==> src/des_pkg.sv <==
`timescale 1ns / 1ps
`default_nettype none

package des_pkg;

	localparam int ROUNDS = 16;

	typedef logic [47:0] des_rkey_t;

	typedef struct packed {
		logic        func;
		logic [31:0] l;
		logic [31:0] r;
	} des_stage_t;

	localparam logic FUNC_ENCRYPT = 1'b0;
	localparam logic FUNC_DECRYPT = 1'b1;

	localparam logic [2:0] ADDR_CIPHER_KEY = 3'd0;

	localparam logic [6:0] TAB_IP [64] = '{
		7'd58, 7'd50, 7'd42, 7'd34, 7'd26, 7'd18, 7'd10, 7'd2,
		7'd60, 7'd52, 7'd44, 7'd36, 7'd28, 7'd20, 7'd12, 7'd4,
		7'd62, 7'd54, 7'd46, 7'd38, 7'd30, 7'd22, 7'd14, 7'd6,
		7'd64, 7'd56, 7'd48, 7'd40, 7'd32, 7'd24, 7'd16, 7'd8,
		7'd57, 7'd49, 7'd41, 7'd33, 7'd25, 7'd17, 7'd9,  7'd1,
		7'd59, 7'd51, 7'd43, 7'd35, 7'd27, 7'd19, 7'd11, 7'd3,
		7'd61, 7'd53, 7'd45, 7'd37, 7'd29, 7'd21, 7'd13, 7'd5,
		7'd63, 7'd55, 7'd47, 7'd39, 7'd31, 7'd23, 7'd15, 7'd7};

	localparam logic [6:0] TAB_FP [64] = '{
		7'd40, 7'd8, 7'd48, 7'd16, 7'd56, 7'd24, 7'd64, 7'd32,
		7'd39, 7'd7, 7'd47, 7'd15, 7'd55, 7'd23, 7'd63, 7'd31,
		7'd38, 7'd6, 7'd46, 7'd14, 7'd54, 7'd22, 7'd62, 7'd30,
		7'd37, 7'd5, 7'd45, 7'd13, 7'd53, 7'd21, 7'd61, 7'd29,
		7'd36, 7'd4, 7'd44, 7'd12, 7'd52, 7'd20, 7'd60, 7'd28,
		7'd35, 7'd3, 7'd43, 7'd11, 7'd51, 7'd19, 7'd59, 7'd27,
		7'd34, 7'd2, 7'd42, 7'd10, 7'd50, 7'd18, 7'd58, 7'd26,
		7'd33, 7'd1, 7'd41, 7'd9,  7'd49, 7'd17, 7'd57, 7'd25};

	localparam logic [6:0] TAB_E [48] = '{
		7'd32, 7'd1,  7'd2,  7'd3,  7'd4,  7'd5,  7'd4,  7'd5,
		7'd6,  7'd7,  7'd8,  7'd9,  7'd8,  7'd9,  7'd10, 7'd11,
		7'd12, 7'd13, 7'd12, 7'd13, 7'd14, 7'd15, 7'd16, 7'd17,
		7'd16, 7'd17, 7'd18, 7'd19, 7'd20, 7'd21, 7'd20, 7'd21,
		7'd22, 7'd23, 7'd24, 7'd25, 7'd24, 7'd25, 7'd26, 7'd27,
		7'd28, 7'd29, 7'd28, 7'd29, 7'd30, 7'd31, 7'd32, 7'd1};

	localparam logic [6:0] TAB_P [32] = '{
		7'd16, 7'd7,  7'd20, 7'd21, 7'd29, 7'd12, 7'd28, 7'd17,
		7'd1,  7'd15, 7'd23, 7'd26, 7'd5,  7'd18, 7'd31, 7'd10,
		7'd2,  7'd8,  7'd24, 7'd14, 7'd32, 7'd27, 7'd3,  7'd9,
		7'd19, 7'd13, 7'd30, 7'd6,  7'd22, 7'd11, 7'd4,  7'd25};

	localparam logic [6:0] TAB_PC1 [56] = '{
		7'd57, 7'd49, 7'd41, 7'd33, 7'd25, 7'd17, 7'd9,
		7'd1,  7'd58, 7'd50, 7'd42, 7'd34, 7'd26, 7'd18,
		7'd10, 7'd2,  7'd59, 7'd51, 7'd43, 7'd35, 7'd27,
		7'd19, 7'd11, 7'd3,  7'd60, 7'd52, 7'd44, 7'd36,
		7'd63, 7'd55, 7'd47, 7'd39, 7'd31, 7'd23, 7'd15,
		7'd7,  7'd62, 7'd54, 7'd46, 7'd38, 7'd30, 7'd22,
		7'd14, 7'd6,  7'd61, 7'd53, 7'd45, 7'd37, 7'd29,
		7'd21, 7'd13, 7'd5,  7'd28, 7'd20, 7'd12, 7'd4};

	localparam logic [6:0] TAB_PC2 [48] = '{
		7'd14, 7'd17, 7'd11, 7'd24, 7'd1,  7'd5,  7'd3,  7'd28,
		7'd15, 7'd6,  7'd21, 7'd10, 7'd23, 7'd19, 7'd12, 7'd4,
		7'd26, 7'd8,  7'd16, 7'd7,  7'd27, 7'd20, 7'd13, 7'd2,
		7'd41, 7'd52, 7'd31, 7'd37, 7'd47, 7'd55, 7'd30, 7'd40,
		7'd51, 7'd45, 7'd33, 7'd48, 7'd44, 7'd49, 7'd39, 7'd56,
		7'd34, 7'd53, 7'd46, 7'd42, 7'd50, 7'd36, 7'd29, 7'd32};

	// total left rotation of c and d after each round: running sum of 1,1,2,2,2,2,2,2,1,2,...
	localparam logic [4:0] ROT_SUM [ROUNDS] = '{
		5'd1,  5'd2,  5'd4,  5'd6,  5'd8,  5'd10, 5'd12, 5'd14,
		5'd15, 5'd17, 5'd19, 5'd21, 5'd23, 5'd25, 5'd27, 5'd28};

	localparam logic [3:0] SBOX [8][64] = '{
		'{4'd14, 4'd4, 4'd13, 4'd1, 4'd2, 4'd15, 4'd11, 4'd8,
		  4'd3, 4'd10, 4'd6, 4'd12, 4'd5, 4'd9, 4'd0, 4'd7,
		  4'd0, 4'd15, 4'd7, 4'd4, 4'd14, 4'd2, 4'd13, 4'd1,
		  4'd10, 4'd6, 4'd12, 4'd11, 4'd9, 4'd5, 4'd3, 4'd8,
		  4'd4, 4'd1, 4'd14, 4'd8, 4'd13, 4'd6, 4'd2, 4'd11,
		  4'd15, 4'd12, 4'd9, 4'd7, 4'd3, 4'd10, 4'd5, 4'd0,
		  4'd15, 4'd12, 4'd8, 4'd2, 4'd4, 4'd9, 4'd1, 4'd7,
		  4'd5, 4'd11, 4'd3, 4'd14, 4'd10, 4'd0, 4'd6, 4'd13},
		'{4'd15, 4'd1, 4'd8, 4'd14, 4'd6, 4'd11, 4'd3, 4'd4,
		  4'd9, 4'd7, 4'd2, 4'd13, 4'd12, 4'd0, 4'd5, 4'd10,
		  4'd3, 4'd13, 4'd4, 4'd7, 4'd15, 4'd2, 4'd8, 4'd14,
		  4'd12, 4'd0, 4'd1, 4'd10, 4'd6, 4'd9, 4'd11, 4'd5,
		  4'd0, 4'd14, 4'd7, 4'd11, 4'd10, 4'd4, 4'd13, 4'd1,
		  4'd5, 4'd8, 4'd12, 4'd6, 4'd9, 4'd3, 4'd2, 4'd15,
		  4'd13, 4'd8, 4'd10, 4'd1, 4'd3, 4'd15, 4'd4, 4'd2,
		  4'd11, 4'd6, 4'd7, 4'd12, 4'd0, 4'd5, 4'd14, 4'd9},
		'{4'd10, 4'd0, 4'd9, 4'd14, 4'd6, 4'd3, 4'd15, 4'd5,
		  4'd1, 4'd13, 4'd12, 4'd7, 4'd11, 4'd4, 4'd2, 4'd8,
		  4'd13, 4'd7, 4'd0, 4'd9, 4'd3, 4'd4, 4'd6, 4'd10,
		  4'd2, 4'd8, 4'd5, 4'd14, 4'd12, 4'd11, 4'd15, 4'd1,
		  4'd13, 4'd6, 4'd4, 4'd9, 4'd8, 4'd15, 4'd3, 4'd0,
		  4'd11, 4'd1, 4'd2, 4'd12, 4'd5, 4'd10, 4'd14, 4'd7,
		  4'd1, 4'd10, 4'd13, 4'd0, 4'd6, 4'd9, 4'd8, 4'd7,
		  4'd4, 4'd15, 4'd14, 4'd3, 4'd11, 4'd5, 4'd2, 4'd12},
		'{4'd7, 4'd13, 4'd14, 4'd3, 4'd0, 4'd6, 4'd9, 4'd10,
		  4'd1, 4'd2, 4'd8, 4'd5, 4'd11, 4'd12, 4'd4, 4'd15,
		  4'd13, 4'd8, 4'd11, 4'd5, 4'd6, 4'd15, 4'd0, 4'd3,
		  4'd4, 4'd7, 4'd2, 4'd12, 4'd1, 4'd10, 4'd14, 4'd9,
		  4'd10, 4'd6, 4'd9, 4'd0, 4'd12, 4'd11, 4'd7, 4'd13,
		  4'd15, 4'd1, 4'd3, 4'd14, 4'd5, 4'd2, 4'd8, 4'd4,
		  4'd3, 4'd15, 4'd0, 4'd6, 4'd10, 4'd1, 4'd13, 4'd8,
		  4'd9, 4'd4, 4'd5, 4'd11, 4'd12, 4'd7, 4'd2, 4'd14},
		'{4'd2, 4'd12, 4'd4, 4'd1, 4'd7, 4'd10, 4'd11, 4'd6,
		  4'd8, 4'd5, 4'd3, 4'd15, 4'd13, 4'd0, 4'd14, 4'd9,
		  4'd14, 4'd11, 4'd2, 4'd12, 4'd4, 4'd7, 4'd13, 4'd1,
		  4'd5, 4'd0, 4'd15, 4'd10, 4'd3, 4'd9, 4'd8, 4'd6,
		  4'd4, 4'd2, 4'd1, 4'd11, 4'd10, 4'd13, 4'd7, 4'd8,
		  4'd15, 4'd9, 4'd12, 4'd5, 4'd6, 4'd3, 4'd0, 4'd14,
		  4'd11, 4'd8, 4'd12, 4'd7, 4'd1, 4'd14, 4'd2, 4'd13,
		  4'd6, 4'd15, 4'd0, 4'd9, 4'd10, 4'd4, 4'd5, 4'd3},
		'{4'd12, 4'd1, 4'd10, 4'd15, 4'd9, 4'd2, 4'd6, 4'd8,
		  4'd0, 4'd13, 4'd3, 4'd4, 4'd14, 4'd7, 4'd5, 4'd11,
		  4'd10, 4'd15, 4'd4, 4'd2, 4'd7, 4'd12, 4'd9, 4'd5,
		  4'd6, 4'd1, 4'd13, 4'd14, 4'd0, 4'd11, 4'd3, 4'd8,
		  4'd9, 4'd14, 4'd15, 4'd5, 4'd2, 4'd8, 4'd12, 4'd3,
		  4'd7, 4'd0, 4'd4, 4'd10, 4'd1, 4'd13, 4'd11, 4'd6,
		  4'd4, 4'd3, 4'd2, 4'd12, 4'd9, 4'd5, 4'd15, 4'd10,
		  4'd11, 4'd14, 4'd1, 4'd7, 4'd6, 4'd0, 4'd8, 4'd13},
		'{4'd4, 4'd11, 4'd2, 4'd14, 4'd15, 4'd0, 4'd8, 4'd13,
		  4'd3, 4'd12, 4'd9, 4'd7, 4'd5, 4'd10, 4'd6, 4'd1,
		  4'd13, 4'd0, 4'd11, 4'd7, 4'd4, 4'd9, 4'd1, 4'd10,
		  4'd14, 4'd3, 4'd5, 4'd12, 4'd2, 4'd15, 4'd8, 4'd6,
		  4'd1, 4'd4, 4'd11, 4'd13, 4'd12, 4'd3, 4'd7, 4'd14,
		  4'd10, 4'd15, 4'd6, 4'd8, 4'd0, 4'd5, 4'd9, 4'd2,
		  4'd6, 4'd11, 4'd13, 4'd8, 4'd1, 4'd4, 4'd10, 4'd7,
		  4'd9, 4'd5, 4'd0, 4'd15, 4'd14, 4'd2, 4'd3, 4'd12},
		'{4'd13, 4'd2, 4'd8, 4'd4, 4'd6, 4'd15, 4'd11, 4'd1,
		  4'd10, 4'd9, 4'd3, 4'd14, 4'd5, 4'd0, 4'd12, 4'd7,
		  4'd1, 4'd15, 4'd13, 4'd8, 4'd10, 4'd3, 4'd7, 4'd4,
		  4'd12, 4'd5, 4'd6, 4'd11, 4'd0, 4'd14, 4'd9, 4'd2,
		  4'd7, 4'd11, 4'd4, 4'd1, 4'd9, 4'd12, 4'd14, 4'd2,
		  4'd0, 4'd6, 4'd10, 4'd13, 4'd15, 4'd3, 4'd5, 4'd8,
		  4'd2, 4'd1, 4'd14, 4'd7, 4'd4, 4'd10, 4'd8, 4'd13,
		  4'd15, 4'd12, 4'd9, 4'd0, 4'd3, 4'd5, 4'd6, 4'd11}};

	// tables count bits from 1 at the msb
	function automatic logic [63:0] perm_ip(input logic [63:0] v);
		logic [63:0] r;
		for (int k = 0; k < 64; k++) begin
			r[63-k] = v[64-int'(TAB_IP[k])];
		end
		return r;
	endfunction

	function automatic logic [63:0] perm_fp(input logic [63:0] v);
		logic [63:0] r;
		for (int k = 0; k < 64; k++) begin
			r[63-k] = v[64-int'(TAB_FP[k])];
		end
		return r;
	endfunction

	function automatic logic [47:0] perm_e(input logic [31:0] v);
		logic [47:0] r;
		for (int k = 0; k < 48; k++) begin
			r[47-k] = v[32-int'(TAB_E[k])];
		end
		return r;
	endfunction

	function automatic logic [31:0] perm_p(input logic [31:0] v);
		logic [31:0] r;
		for (int k = 0; k < 32; k++) begin
			r[31-k] = v[32-int'(TAB_P[k])];
		end
		return r;
	endfunction

	function automatic logic [55:0] perm_pc1(input logic [63:0] v);
		logic [55:0] r;
		for (int k = 0; k < 56; k++) begin
			r[55-k] = v[64-int'(TAB_PC1[k])];
		end
		return r;
	endfunction

	function automatic logic [47:0] perm_pc2(input logic [55:0] v);
		logic [47:0] r;
		for (int k = 0; k < 48; k++) begin
			r[47-k] = v[56-int'(TAB_PC2[k])];
		end
		return r;
	endfunction

	function automatic logic [27:0] rot28(input logic [27:0] v, input logic [4:0] s);
		logic [55:0] t;
		t = {v, v} << s;
		return t[55:28];
	endfunction

	function automatic logic [31:0] feistel(input logic [31:0] r, input des_rkey_t rk);
		logic [47:0] x;
		logic [5:0]  six;
		logic [31:0] s;
		x = perm_e(r) ^ rk;
		for (int b = 0; b < 8; b++) begin
			six = x[47-6*b -: 6];
			s[31-4*b -: 4] = SBOX[b][{six[5], six[0], six[4:1]}];
		end
		return perm_p(s);
	endfunction

endpackage

`default_nettype wire

==> src/des_round.sv <==
`timescale 1ns / 1ps
`default_nettype none

module des_round
	import des_pkg::*;
(
	input  wire logic       clk,
	input  wire logic       arst_n,
	input  wire logic       in_valid,
	output logic            in_ready,
	input  des_stage_t      in_stage,
	input  des_rkey_t       key_enc,
	input  des_rkey_t       key_dec,
	output logic            out_valid,
	input  wire logic       out_ready,
	output des_stage_t      out_stage
);

	logic       valid_s1;
	des_stage_t stage_s1;
	des_rkey_t  rk;

	// an empty stage fills even while the next one is stalled
	assign in_ready  = !valid_s1 || out_ready;
	assign rk        = (in_stage.func == FUNC_DECRYPT) ? key_dec : key_enc;
	assign out_valid = valid_s1;
	assign out_stage = stage_s1;

	always_ff @(posedge clk or negedge arst_n) begin
		if (!arst_n) begin
			valid_s1 <= 1'b0;
		end else if (in_ready) begin
			valid_s1 <= in_valid;
		end
	end

	always_ff @(posedge clk) begin
		if (in_ready && in_valid) begin
			stage_s1.func <= in_stage.func;
			stage_s1.l    <= in_stage.r;
			stage_s1.r    <= in_stage.l ^ feistel(in_stage.r, rk);
		end
	end

endmodule

`default_nettype wire
==> config.mk <==
export PLATFORM = sky130hd
export DESIGN_NAME = des_round
export DESIGN_NICKNAME = d
export VERILOG_FILES = /design/src/des_pkg.sv /design/src/des_round.sv
export SDC_FILE = /design/constraint.sdc
export NUM_CORES = 1
export LEC_CHECK = 0
export ABC_AREA = 1
export BUFFER_PORTS_ARGS = -buffer_cell sky130_fd_sc_hd__buf_2
export CAP_MARGIN = 20
export CELL_PAD_IN_SITES_DETAIL_PLACEMENT = 0
export CELL_PAD_IN_SITES_GLOBAL_PLACEMENT = 1
export CORE_ASPECT_RATIO = 2
export CORE_MARGIN = 10
export CORE_UTILIZATION = 33
export DETAILED_ROUTE_END_ITERATION = 12
export PLACE_DENSITY = 0.85
export SLEW_MARGIN = 20
export SYNTH_ARGS = -nofsm -noshare
export SYNTH_HDL_FRONTEND = slang
export SYNTH_SLANG_ARGS = --single-unit
==> constraint.sdc <==
create_clock -name clk -period 4.35 [get_ports clk]
set_input_delay 1.0875 -clock clk [delete_from_list [all_inputs] [get_ports clk]]
set_output_delay 1.0875 -clock clk [all_outputs]
set_load 0.02 [all_outputs]
### After elaboration in Yosys (flattened, before gate mapping)

Memories as Yosys holds them, arrays and structs flattened.
Index checks and enable logic that the tools add are counted.

| word-level totals | value |
|---|---|
| register bits | 66 |
| bits in latches | 0 |
| bits in writable memories | 0 |
| ROM bits | 2048 |
| input bits | 165 |
| output and inout bits | 67 |
| word-level logic and storage cells | 50 |
| memories kept | 8 |

| cells by class | value |
|---|---|
| add/sub/neg operators | 0 |
| multiply operators | 0 |
| divide/modulo/power cells | 0 |
| order comparisons | 8 |
| eq/ne operators | 0 |
| shift-type cells | 0 |
| multiplexer cells | 17 |
| bitwise gates (word level) | 10 |
| reduce and logical (&&, ||, !) cells | 3 |

Memories:

| name | words | bits a word | read ports | clocked after Yosys merged registers in | wr ports | RTL line | source |
|---|---|---|---|---|---|---|---|
| (name not given) | 64 | 4 | 1 | 0 | 0 | des_pkg.sv:206 | `s[31-4*b -: 4] = SBOX[b][{six[5], six[0], six[4:1]}];` |
| (name not given) | 64 | 4 | 1 | 0 | 0 | des_pkg.sv:206 |  |
| (name not given) | 64 | 4 | 1 | 0 | 0 | des_pkg.sv:206 |  |
| (name not given) | 64 | 4 | 1 | 0 | 0 | des_pkg.sv:206 |  |
| (name not given) | 64 | 4 | 1 | 0 | 0 | des_pkg.sv:206 |  |
| (name not given) | 64 | 4 | 1 | 0 | 0 | des_pkg.sv:206 |  |
| +2 memories | -- | -- | -- | -- | -- | -- |  |

Operator list:

| kind | count |
|---|---|
| $mux 4 | 16 |
| $ge 7x7->1 const B | 8 |
| $not 6->7 | 8 |
| $mux 48 | 1 |
| $xor 48x48->48 | 1 |
| $xor 32x32->32 | 1 |
| $logic_and 1x1->1 | 1 |
| $logic_not 1->1 | 1 |
| $logic_or 1x1->1 | 1 |

### Logic depth before layout (Yosys ltp)

Gate-level depths: netlist of run 1.

| logic depth | value |
|---|---|
| word-level depth | 7 |
| gate-level depth with buffers | 20 |
| mapped depth without buffers | 18 |

### Least setup slack after synthesis of run 1

Ideal clock, no wire load.

| timing | value |
|---|---|
| kind | input-to-reg |
| from | input port in_valid |
| to | register stage_s1, in the netlist out_stage[0] (enable) |
| setup time | 0.510 ns |
| arrival time | 4.284 ns |
| data required time | 3.840 ns |
| slack | -0.443 ns |
| stages | 2 |
| path buffers | 0 |
| cells stage by stage | inv_1 -> a21oi_1 |

| between the ends | value |
|---|---|
| word-level cells in the longest chain between the ends | 1 |

Ends and longest elaborated chain:

| item | RTL line | source |
|---|---|---|
| from (decl) | des_round.sv:9 | `input wire logic in_valid,` |
| $logic_and 1x1->1 | des_round.sv:38 | `if (in_ready && in_valid) begin` |
| to (decl) | des_round.sv:20 | `des_stage_t stage_s1;` |

No other way between the ends.
A chain may end at the register's enable or synchronous reset.

### Final worst setup path of run 1

| timing | value |
|---|---|
| from | input port in_stage[64] in the netlist's numbering |
| to | register stage_s1, in the netlist out_stage[25] (data pin) |

| between the ends | value |
|---|---|
| word-level cells in the longest chain between the ends | 7 |

Ends and longest elaborated chain:

| item | RTL line | source |
|---|---|---|
| from (decl) | des_round.sv:11 | `input des_stage_t in_stage,` |
| $mux 48 | des_round.sv:25 | `assign rk = (in_stage.func == FUNC_DECRYPT) ? key_dec : key_enc;` |
| $xor 48x48->48 | des_pkg.sv:203 | `x = perm_e(r) ^ rk;` |
| $not 6->7 (not written as such) | des_pkg.sv:206 |  |
| $mem_v2 64x4 | -- |  |
| $mux 4 (not written as such) (2 in a row) | des_pkg.sv:206 |  |
| $xor 32x32->32 | des_round.sv:41 | `stage_s1.r <= in_stage.l ^ feistel(in_stage.r, rk);` |

No other way between the ends. The select of a mux whose other input is x is not followed.

==> out/metrics.cfg, run 1 <==
[status]
outcome=completed

[floorplan]
die_area_um2=34000
dieHeight_um=251
die-width_um=135
ios=232
fp.coreArea_um2=26300
start_util_pct=33.5
rows=84

[run]
cap_violations=0

[sta]
tightest_slew_ns=0.973
fin_crit_sh_pct=78.5
setup_viol=0
finClkSkew_ns=0.0110
hold_viol_final=0
tns_ns=0
period_minus_slack_ns=3.42
slew_headroom_pct=35.1
rsz0062_at_grt=false
layout_setup_ws_ns=0.934
drv_slew=0
fmax_mhz=293

[cells_and_area]
drive_above_1_share_pct=15.2
syn2layout_area_growth_pct=18.5
final_util_pct=39.6
n_fill_cell=2948
multi_input_area_um2=6010
nets=1949
regArea_um2=1980

[grt]
grt_pass1_wl_mm=51.7
grt_max_degree=68
overflow=0
track_usage_pct=19.1
antenna_found_initial=3
grt_pass1_vias=10400

[detailed_routing]
drt_iter0_drc=536
vias=10500
ant_nets=0
routed_wl_mm=33.2
post_drt_wl_per_cell_um=16.0
drc=0
dr.pass1.iters=5
vias_per_cell=5.08

[synthesis]
synthCells=1521
synth_area_um2=8790
synthFlopType=edfxtp_1
synth_top_area_share_pct=31.9
ys_warn_count=0
synth-async-reset-ratio_pct=1.52
synth_fp_nets=1748
synth_area_leaders=nand2_1 32%, edfxtp_1 22%, nand3_1 20%
synth-seq-cells=66
synth_area_leader_cell=nand2_1
yosysUniqueCellTypes=23
seq_area_frac_synth_pct=22.5
synthTopCellsByCount=748 x nand2_1, 360 x nand3_1, 142 x inv_1
post-synth-top-count-cell=nand2_1
synth_area_per_cell_um2=5.78
synth_edf_count=65

[pwr]
p_sw_share_pct=44.5
p_int_w=0.00161
combPwrFrac_pct=49.3
sequentialPowerShare_pct=27.4
p_leak_nw=5.88
clockPowerShare_pct=23.3
switchingPower_w=0.00129
vdd_ir_drop_max_v=0.000148
p_per_area_nw_per_um2=279

[cts]
root_buffer=clkbuf_16
postCtsSetupRepairBufs=0
cts_max_path_buffers=2
clock_latency_ns=0.37
clk_pin_slew_ns=0.06
cts_tree=yes
cts_resized=0
hold_buffers=0
htreeDepth=3
clock-sinks=66
cts_made_buffers=9

[worst_setup_path]
cp_common_cell=nand2_1
reg2reg_depth=2
critPathKind=primary input to flop
crit_arrival_ns=3.54
worst_setup_path_end_kind=flop
worstPathRequired_ns=4.48
slowest_delay_ns=0.55
crit_path_max_fanout=67
crit_slowest_cell=buf_4
crit_chain=buf_2 > buf_4 > nand2_1 > nand2_1 > nand2_1 > nand2_1 > inv_1 > ha_1 > inv_1 > nand2_1 > o21ai_0 > nand2_1 > nand3_1 > nand3_1 > nand2_1 > nand2_1 > nand2_1
start_kind=primary input

[placement]
hpwlAfterDp_mm=27.1
place_ws_ns=0.564
port_buffers=231
gp_congestion=0.930

[hold_path]
hold_class=primary input to asynchronous set/reset pin

## path summary, 6_finish.rpt
| path | endpoint | start | slack (ns) |
|---|---|---|---|
| hold / removal | out_valid | arst_n | 0.48 |
| max in group asynchronous | out_valid | arst_n | 3.79 |
| setup reg to reg | out_stage[8] | out_valid | 2.60 |
| hold reg to reg | out_valid | out_valid | 0.61 |
| setup / recovery | out_stage[25] | in_stage[64] | 0.93 |
| min in group clk | out_valid | out_valid | 0.61 |
## cell type report
class                   count  area share [%]
clock buffers               9            2.16
repair buffers            234            11.4
flip-flops and latches     66            19.0
well taps                 344            4.13
clock inverters             6           0.240
diodes                      1          0.0240
multi-input cells        1263            57.7
inverters                 148            5.33
## cells in the final DEF (no fill, tap or decap), drive strengths merged
cell,count
nand2,753
nand3,360
buf,234
inv,147
edfxtp,65
ha,62
o21ai,34
nand3b,21
nor2,13
xor2,13
clkbuf,9
clkinv,7
a21oi,3
diode,1
or2,1
xnor2,1
o211ai,1
nand4,1
dfrtp,1
## flip-flops by register name, indices dropped and copies added, names as in the netlist
name       flops
out_stage     65
out_valid      1
## stage by stage
stage,hold slack (ns),cells,total power (W),instance area [um^2]
2_1_floorplan,0.784,1521,0.00183,8790
3_3_place_gp,0.560,2055,0.00223,10200
3_5_place_dp,0.595,2055,0.00224,10200
4_1_cts,0.459,2070,0.00293,10400
5_1_grt,0.471,2071,0.00313,10400
6_report,0.479,2071,0.00290,10400
## routing by layer
layer	part of all wire, %	track usage (%)
met1	35	17.4
met2	54	37.2
met3	6.0	4.57
met4	4.2	9.70
met5	0.063	0
## cells by family (layout without fill, tap and decap cells)
group	count (synthesis)	count (layout)	share of synthesized area (%)
adder cells (fa/ha/maj)	62	62	8.82
flip-flops	66	66	22.5
other	0	1	0
buffers and inverters	192	397	9.31
AO/OA/AOI/OAI	38	38	2.19
AND/OR/NAND/NOR	1149	1149	55.3
XOR/XNOR	14	14	1.91
## worst max-delay path, delay by kind of cell
kind | cells | cell delay, ns
buf+inv | 4 | 0.85
fa+ha+maj | 1 | 0.38
compound gates | 1 | 0.11
simple gates | 11 | 1.05
## power by group through the flow
stage	logic [W]	registers (W)	clock network, W
6_report	0.00143	0.000794	0.000677
5_1_grt	0.00161	0.000800	0.000717
4_1_cts	0.00143	0.000796	0.000703
3_5_place_dp	0.00143	0.000809	0
3_3_place_gp	0.00142	0.000807	0
2_1_floorplan	0.000948	0.000880	0
(Power assumes the default switching activity.)
==> inputs of run 2 (changes only) <==
Settings changed: CORE_UTILIZATION 33 to 37, PLACE_DENSITY 0.85 to 0.89.
Clock period 4.35 ns to 3.5 ns, I/O delays scaled along.
==> out/metrics.cfg, run 2 (synthesized netlist as in run 1, its figures left out) <==
[sta]
fin_crit_sh_pct=78.8
finClkSkew_ns=0.0115  ; +0.000541 ns
drv_slew=0  ; unchanged
slew_headroom_pct=54.4  ; +19 points
hold_viol_final=0  ; unchanged
period_minus_slack_ns=2.76
tns_ns=0  ; unchanged
fmax_mhz=362
setup_viol=0  ; unchanged
rsz0062_at_grt=false
holdWs_ns=0.276  ; -0.204 ns
tightest_slew_ns=0.682  ; -0.292 ns

[pwr]
vdd_ir_drop_max_v=0.000231  ; +56%
p_sw_share_pct=42.9  ; -1.7 points
sequentialPowerShare_pct=26.0  ; -1.4 points
p_leak_nw=5.97  ; +1.4%
power.total_w=0.00380  ; +31%
clockPowerShare_pct=26.7  ; +3.4 points
p_per_area_nw_per_um2=362  ; +30%
combPwrFrac_pct=47.3  ; -2.0 points
p_int_w=0.00217  ; +35%
switchingPower_w=0.00163  ; +26%

[cts]
cts_resized=0  ; unchanged
postCtsSetupRepairBufs=0  ; unchanged
cts_made_buffers=9  ; unchanged
cts_tree=yes
clock-sinks=66  ; unchanged
root_buffer=clkbuf_16
cts_max_path_buffers=2  ; unchanged
hold_buffers=0  ; unchanged
clk_pin_slew_ns=0.05  ; about the same
htreeDepth=3  ; unchanged
clock_latency_ns=0.37  ; about the same

[cells_and_area]
drive_above_1_share_pct=15.9  ; +0.70 points
mostFrequentLayoutCell=nand2_1
largest_reg_flops=65  ; unchanged
nets=1960  ; +0.56%
syn2layout_area_growth_pct=19.4
final_cell_mix=748 x nand2_1, 360 x nand3_1, 231 x buf_2

[floorplan]
die-width_um=129  ; -4.7%
die_area_um2=30700  ; -9.6%
dieHeight_um=238  ; -5.1%
ios=232  ; unchanged
rows=79  ; -6.0%
start_util_pct=37.7  ; +4.2 points
fp.coreArea_um2=23300  ; -11%

[placement]
port_buffers=231  ; unchanged
hpwlAfterDp_mm=26.7  ; -1.5%
gp_congestion=0.945  ; +1.6%

[worst_setup_path]
crit_chain=buf_2 > inv_2 > buf_12 > nand2_1 > nand2_1 > nand2_1 > nand2_1 > ha_1 > inv_1 > nand2_1 > nand3_1 > nand2_1 > nand2_1 > nand3_1 > nand3b_1 > nand2_1
crit_arrival_ns=2.88  ; -0.66 ns
reg2reg_depth=2  ; unchanged
critPathKind=primary input to flop
start_kind=primary input
cp_common_cell=nand2_1
rr_startpoint=out_valid
r2r_end=out_stage[10]
r2r_slack_ns=2.14  ; -0.46 ns
worst_setup_path_end_kind=flop
crit_slowest_cell=ha_1
crit_path_max_fanout=49  ; -27%
worstPathRequired_ns=3.62  ; -0.86 ns
slowest_delay_ns=0.30  ; -0.25 ns
crit_path_start=in_stage[64]

[status]
outcome=completed

[detailed_routing]
vias_per_cell=5.15  ; +1.4%
drc=0  ; unchanged
dr.pass1.iters=6  ; +1
post_drt_wl_per_cell_um=16.2  ; +0.99%
vias=10400  ; -1.0%
ant_nets=0  ; unchanged
drt_iter0_drc=775  ; +45%
routed_wl_mm=32.7  ; -1.4%

[grt]
overflow=0  ; unchanged
grt_pass1_vias=10300  ; -0.93%
grt_pass1_wl_mm=51.8  ; +0.16%
grt_max_degree=66  ; -2.9%
antenna_found_initial=2  ; -1
track_usage_pct=21.1  ; +2.1 points

[run]
cap_violations=0  ; unchanged

[hold_path]
hold_class=primary input to asynchronous set/reset pin

[run 2: cell types whose count changed in the layout (fill, tap and decap cells not counted)]
cell / before / now
buf_12: 1 / 2
buf_4: 2 / 12
bufinv_16: 0 / 2
clkbuf_1: 0 / 1
clkinv_1: 5 / 2
clkinvlp_4: 0 / 1
[run 2: layout make-up]
type                    instances  area, um^2
multi-input cells            1263        6010
inverters                     148         556
fillers                      2590       12800
diodes                          1        2.50
well taps                     283         354
clock buffers                  10         229
clock inverters                 6        81.3
flip-flops and latches         66        1980
repair buffers                245        1290
[run 2: worst max-delay path by stage]
stage	to	slack, ns	depth (start not counted)
final	out_stage[24]	0.74	16
after CTS	out_stage[30]	0.76	15
after detailed placement	out_stage[30]	0.37	15
after global placement	out_stage[25]	0.43	16
after floorplan	out_stage[0]	0.25	2
after global routing	out_stage[0]	0.49	19
[run 2: worst max-delay path, delay by kind of cell]
kind	cells	cell delay, ns
adders and majority gates	1	0.30
buffers and inverters	4	0.49
and+or+nand+nor	11	1.17
[run 2: power groups by stage]
stage / Combinational, W / Clock, W / Sequential, W
after global routing: 0.00204 / 0.00106 / 0.000995
after global placement: 0.00178 / 0 / 0.00100
after floorplan: 0.00118 / 0 / 0.00109
after CTS: 0.00179 / 0.00103 / 0.000989
final: 0.00180 / 0.00102 / 0.000988
after detailed placement: 0.00179 / 0 / 0.00101
[run 2: per-stage QoR]
stage / setup WS (ns) / utilization (%) / area, um^2 / instances
global placement: 0.427 / 43.6 / 10200 / 2005
finish: 0.741 / 45.0 / 10500 / 2022
global route: 0.490 / 45.0 / 10500 / 2022
CTS: 0.762 / 45.0 / 10500 / 2021
floorplan: 0.246 / - / 8790 / 1521
detailed placement: 0.373 / 43.6 / 10200 / 2005
[run 2: metal layers]
metal  track usage [%]  vias up  wire [um]
li1                  -     5316          -
met1              20.2     4628      11700
met2              40.1      377      17700
met3              4.84       82       1980
met4              11.6        2       1400
met5                 0        -          7
